`config.mk`:
```
export PLATFORM = sky130hd
export DESIGN_NAME = swas_ctrl
export DESIGN_NICKNAME = d
export VERILOG_FILES = /design/src/hw/rtl/swas_pkg.sv /design/src/hw/rtl/swas_ctrl.sv
export SDC_FILE = /design/constraint.sdc
export NUM_CORES = 1
export LEC_CHECK = 0
export BUFFER_PORTS_ARGS = -buffer_cell sky130_fd_sc_hd__buf_4
export CAP_MARGIN = 20
export CELL_PAD_IN_SITES_DETAIL_PLACEMENT = 0
export CELL_PAD_IN_SITES_GLOBAL_PLACEMENT = 1
export CORE_AREA = 2 2 39 41
export DETAILED_ROUTE_END_ITERATION = 10
export DIE_AREA = 0 0 41 43
export HOLD_SLACK_MARGIN = 0.06
export PLACE_DENSITY_LB_ADDON = 0.08
export RECOVER_POWER = 25
export SKIP_CTS_REPAIR_TIMING = 1
export SLEW_MARGIN = 0
export SYNTH_ARGS = -nofsm -noshare
export SYNTH_HDL_FRONTEND = slang
export SYNTH_SLANG_ARGS = --single-unit
```
`constraint.sdc`:
```
create_clock -name clk_i -period 3.3 [get_ports clk_i]
set_input_delay 0.33 -clock clk_i [delete_from_list [all_inputs] [get_ports clk_i]]
set_output_delay 0.33 -clock clk_i [all_outputs]
set_load 0.005 [all_outputs]
```
`src/hw/rtl/swas_pkg.sv`:
```
// Shared types, codes and helpers for the sliding window access stats block.
// No dependencies; used by every module under hw/rtl except swas_ram.
`timescale 1ns / 1ps
package swas_pkg;

  localparam logic [1:0] CMD_RECORD = 2'd0;
  localparam logic [1:0] CMD_WTIME  = 2'd1;
  localparam logic [1:0] CMD_SNAP   = 2'd2;

  localparam logic [1:0] AT_LOOKUP = 2'd1;
  localparam logic [1:0] AT_RANGE  = 2'd2;
  localparam logic [1:0] AT_FULL   = 2'd3;

  localparam logic [1:0] CFG_FAST = 2'd0;
  localparam logic [1:0] CFG_MID  = 2'd1;
  localparam logic [1:0] CFG_SLOW = 2'd2;

  localparam int WIDTH_W   = 17;
  localparam int DIV_STEPS = 32;
  localparam logic [41:0] MS_PER_SEC = 42'd1000;
  localparam logic [WIDTH_W-1:0] FAST_W_RST = 17'd5;
  localparam logic [WIDTH_W-1:0] MID_W_RST  = 17'd60;
  localparam logic [WIDTH_W-1:0] SLOW_W_RST = 17'd3600;

  typedef struct packed {
    logic [31:0] lookups;
    logic [31:0] reads;
    logic [31:0] tag;
  } fast_ent_t;

  typedef struct packed {
    logic [47:0] rows;
    logic [47:0] bytes;
    logic [31:0] full_scans;
    logic [31:0] range_scans;
    logic [31:0] lookups;
    logic [31:0] reads;
    logic [31:0] tag;
  } mid_ent_t;

  typedef struct packed {
    logic [31:0] reads;
    logic [31:0] tag;
  } slow_ent_t;

  typedef struct packed {
    logic start;
    logic div_step;
    logic ram_rd;
    logic ram_wr;
    logic sweep_step;
    logic out_load;
  } ctrl_cmd_t;

  typedef struct packed {
    logic       div_last;
    logic       sweep_last;
    logic       out_free;
    logic [1:0] cmd;
  } ctrl_st_t;

  function automatic logic [31:0] inc32(input logic [31:0] x);
    inc32 = (x == 32'hFFFF_FFFF) ? x : x + 32'd1;
  endfunction

  function automatic logic [47:0] add48(input logic [47:0] a, input logic [47:0] b);
    logic [48:0] s;
    s = {1'b0, a} + {1'b0, b};
    add48 = s[48] ? 48'hFFFF_FFFF_FFFF : s[47:0];
  endfunction

endpackage

```
`src/hw/rtl/swas_ctrl.sv`:
```
// Controller state machine: sequences divide, bucket update, snapshot sweep and result load.
// Depends on swas_pkg.
`timescale 1ns / 1ps
module swas_ctrl (
  input  logic                clk_i,
  input  logic                rst_ni,
  input  logic                in_valid_i,
  input  logic [1:0]          in_cmd_i,
  output logic                in_ready_o,
  input  swas_pkg::ctrl_st_t  st_i,
  output swas_pkg::ctrl_cmd_t cmd_o
);
  localparam logic [2:0] S_IDLE = 3'd0;
  localparam logic [2:0] S_DIV  = 3'd1;
  localparam logic [2:0] S_RD   = 3'd2;
  localparam logic [2:0] S_WR   = 3'd3;
  localparam logic [2:0] S_SNAP = 3'd4;
  localparam logic [2:0] S_DONE = 3'd5;

  logic [2:0] state_q, state_d;

  assign in_ready_o = (state_q == S_IDLE);

  always_comb begin
    state_d = state_q;
    cmd_o   = '0;
    case (state_q)
      S_IDLE: begin
        if (in_valid_i) begin
          cmd_o.start = 1'b1;
          if (in_cmd_i == swas_pkg::CMD_RECORD || in_cmd_i == swas_pkg::CMD_SNAP) begin
            state_d = S_DIV;
          end
        end
      end
      S_DIV: begin
        cmd_o.div_step = 1'b1;
        if (st_i.div_last) begin
          state_d = (st_i.cmd == swas_pkg::CMD_RECORD) ? S_RD : S_SNAP;
        end
      end
      S_RD: begin
        cmd_o.ram_rd = 1'b1;
        state_d      = S_WR;
      end
      S_WR: begin
        cmd_o.ram_wr = 1'b1;
        state_d      = S_IDLE;
      end
      S_SNAP: begin
        cmd_o.sweep_step = 1'b1;
        if (st_i.sweep_last) begin
          state_d = S_DONE;
        end
      end
      S_DONE: begin
        if (st_i.out_free) begin
          cmd_o.out_load = 1'b1;
          state_d        = S_IDLE;
        end
      end
      default: state_d = S_IDLE;
    endcase
  end

  always_ff @(posedge clk_i or negedge rst_ni) begin
    if (!rst_ni) begin
      state_q <= S_IDLE;
    end else begin
      state_q <= state_d;
    end
  end
endmodule

```
# Word-level counts from Yosys, hierarchy flattened
# Cells that the tools add are included.
# classes
addsub,0
mul,0
n_div,0
magnitude_cmp,0
eq_ne,11
shift,0
mux,15
n_bitwise,0
n_reduce_logical,5
# op_table
op,count
2-to-1 mux 3 bit,6
case mux 3 bit (5 select lines),1
2-to-1 mux 1 bit,8
"inequality test 2 bit, second input constant",4
"== test 3 x 2 -> 1 bit, second input constant",2
"== test 3 bit, second input constant",2
AND reduction 5 bit,1
zero test 2 bit,2
"== test 3 x 1 -> 1 bit, second input constant",1
zero test 3 bit,1
"== test 2 bit, second input constant",1
"inequality test 2 x 1 -> 1 bit, second input constant",1
logical OR 1 bit,1
# word_totals
reg_bits,3
latch_bits,0
mem_bits_rw,0
romBits,0
inputBits,10
out_inout_bits,7
memories,0

# Longest topological paths before layout
# logic_depth
word_depth,5
depth_mapped,4
depth_no_buf,3

# Worst setup path after synthesis
# Ideal clock, no wire load.
# synth_timing
path_kind,flip-flop to output port
start,reg state_q[0]
end,out cmd_o[5] (netlist bit)
arrival_time_ns,0.864
setup_slack_ns,2.106
stages_incl_launch_ff,3
path_cell_list,dfrtp_1 -> nor3_1 -> and2_1
# synth_lines
element,line_no,source
from (decl),swas_ctrl.sv:20,"logic [2:0] state_q, state_d;"
from (signal assigned),swas_ctrl.sv:70,state_q <= state_d;
to (decl),swas_ctrl.sv:11,output swas_pkg::ctrl_cmd_t cmd_o

==> impl_metrics.env <==
export IMPL_drc=0
export IMPL_ys_types=18
export IMPL_async_flop_share_pct=100
export IMPL_leakage_uw=0.000180
export IMPL_synthAdderAreaFrac_pct=0
export IMPL_cp_required_ns=2.97
export IMPL_regMostFlops="state_q"
export IMPL_max_freq_mhz=647
export IMPL_synth_cell_area_sq_um=214
export IMPL_core_area_sq_um=1380
export IMPL_ys_seq_area_share_pct=35.1
export IMPL_power_density_nw_per_um2=691
export IMPL_viasPerCell=4.13
export IMPL_initial_utilization_pct=15.5
export IMPL_synthMuxAreaShare_pct=0
export IMPL_synth_xor_area_share_pct=0
export IMPL_start_kind="register"
export IMPL_wl_per_cell_um=9.44
export IMPL_fillCellCount=164
export IMPL_numCtsBuffers=3
export IMPL_design_area_sq_um=374
export IMPL_setup_violations_final=0
export IMPL_firstDrtPassIters=1
export IMPL_overflow=0
export IMPL_grt_max_degree=10
export IMPL_met2_length_um=301
export IMPL_routed_wirelength_um=595
export IMPL_synthTopCellsByCount="nand2_1, dfrtp_1, nor2_1"
export IMPL_fp_dieArea_sq_um=1760
export IMPL_vias=260
export IMPL_grt_first_pass_wirelength_mm=1.02
export IMPL_synth_top_family_by_area="simple AND/OR/NAND/NOR gates"
export IMPL_comb_power_share_pct=45.1
export IMPL_period_needed_ns=1.55
export IMPL_clock_root_buffer="clkbuf_4"
export IMPL_crit_path_top_delay_cell="dfrtp_1"
export IMPL_io_buffer_count=15
export IMPL_relSlewSlack_pct=82.6
export IMPL_insertion_delay_ns=0.23
export IMPL_tightest_slew_ns=0.261
export IMPL_internal_power_uw=164
export IMPL_yosysTopAreaCell="dfrtp_1"
export IMPL_synth_fp_nets=38
export IMPL_fin_crit_sh_pct=46.8
export IMPL_sw_frac_of_total_pct=36.4
export IMPL_synth_warnings=0
export IMPL_cts_tree="done"
export IMPL_whs_ns=0.333
export IMPL_rrSetupSlack_ns=1.99
export IMPL_synth_compound_area_share_pct=17.0
export IMPL_ios=17
export IMPL_seqPwrFrac_pct=30.6
export IMPL_synthSimpleGateAreaFrac_pct=42.1
export IMPL_crit_type="reg2out"
export IMPL_row_count=14
export IMPL_syn_avg_cell_area_sq_um=7.64
export IMPL_wl_met1_um=258
export IMPL_diodes=0
export IMPL_place_area_sq_um=342
export IMPL_die_y_um=43
export IMPL_power_total_uw=258
export IMPL_synth_top_area_share_pct=35.1
export IMPL_syn_inst=28
export IMPL_endpoint_kind="output port"
export IMPL_drtIter0Drc=0
export IMPL_hpwl_um=471
export IMPL_synth_area_leaders="dfrtp_1, nand2_1, nor2_1"
export IMPL_nets=58
export IMPL_clock_path_buffers=2
export IMPL_worstPathMaxFanout=8
export IMPL_slew_violations=0
export IMPL_yosysMostFrequentCell="nand2_1"
export IMPL_crit_chain="nor3_1 > and2_1 > buf_4"
export IMPL_synthFlopType="dfrtp_1"
export IMPL_h_tree_depth=1
export IMPL_largest_register_ffs=3
export IMPL_clk_pin_slew_ns=0.04
export IMPL_power_switching_uw=94.0
export IMPL_synth_seq_cells=3
export IMPL_worstHoldPathType="in2reg"
export IMPL_antenna_found_initial=0
export IMPL_reg_top3="state_q: 3 flops"
export IMPL_routed_top_layer="met3"
export IMPL_area_growth_pct=74.9
export IMPL_maxCapViolCount=0
export IMPL_gp_congestion=0.677
export IMPL_met3WireLength_um=34
export IMPL_rsz0062_at_grt="false"
export IMPL_drive_above_1_share_pct=42.6
export IMPL_cts_sink_count=3
export IMPL_die_w_um=41
export IMPL_synth_edf_count=0
export IMPL_arrival_ns=1.22
export IMPL_grt_pass1_vias=263
export IMPL_max_vdd_ir_drop_v=0.000170
export IMPL_slowest_delay_ns=0.45
export IMPL_clock_skew_ns=0.00165
export IMPL_antenna_left=0
export IMPL_pwr_share_clk_pct=24.3
export IMPL_grtUsageTotal_pct=8.84
export IMPL_fin_tns_setup_ns=0
export IMPL_hold_viol=0
export IMPL_outcome="complete, no violations"
## layout make-up
| cell class | count | area, sq um | area share (%) |
|---|---|---|---|
| multi-input cells | 22 | 126 | 33.8 |
| repair buffers | 16 | 119 | 31.8 |
| flip-flops and latches | 3 | 75.1 | 20.1 |
| clock buffers | 4 | 26.3 | 7.02 |
| well taps | 16 | 20.0 | 5.35 |
| inverters | 2 | 7.51 | 2.01 |
## logic make-up after synthesis
family | Yosys count
compound gates | 6
buf+inv | 3
flops | 3
simple gates | 16
## through the flow
stage | cells | utilization [%] | setup slack, ns
floorplan | 28 | - | 2.11
detailed placement | 58 | 24.7 | 1.98
global placement | 58 | 24.7 | 1.99
global route | 63 | 27.0 | 1.65
CTS | 62 | 26.6 | 1.73
finish | 63 | 27.0 | 1.75
## power by group through the flow
stage	Clock (uW)	Sequential, uW	Combinational [uW]
6_report	62.7	79.0	117
5_1_grt	73.5	85.3	135
4_1_cts	65.8	79.7	119
3_5_place_dp	0	80.5	118
3_3_place_gp	0	81.5	118
2_1_floorplan	0	63.5	71.6
## final timing paths
path,startpoint,endpoint,cells past startpoint
max in group asynchronous,rst_ni,state_q[1]$_DFFE_PN0P_,2
min,st_i[3],state_q[0]$_DFFE_PN0P_,3
max,state_q[0]$_DFFE_PN0P_,cmd_o[5],3
min reg2reg,state_q[1]$_DFFE_PN0P_,state_q[2]$_DFFE_PN0P_,1
max reg2reg,state_q[1]$_DFFE_PN0P_,state_q[1]$_DFFE_PN0P_,3
min in group asynchronous,rst_ni,state_q[2]$_DFFE_PN0P_,2
## worst max-delay path: cells and delay by family (launching register included)
family | cells | cell delay, ns
flops | 1 | 0.45
simple gates | 2 | 0.43
buf+inv | 1 | 0.10
## placed cells by master (no fill, tap or decap), drive strengths merged
cell type,instances
nor3,1
buf,14
and2,2
inv,2
clkbuf,5
o21ai,2
nor2,3
o2111ai,1
nand2b,1
dlygate4sd3,1
o211ai,1
or2b,1
nor3b,1
or4,1
nand2,4
dfrtp,3
nor2b,1
a21oi,2
and3,1
## metal layers
metal | track usage [%] | vias up
met5 | 0 | -
met4 | 8.00 | 0
met3 | 1.57 | 0
met2 | 10.9 | 10
met1 | 12.3 | 116
li1 | - | 134
Power figures use the tool's default switching activity.
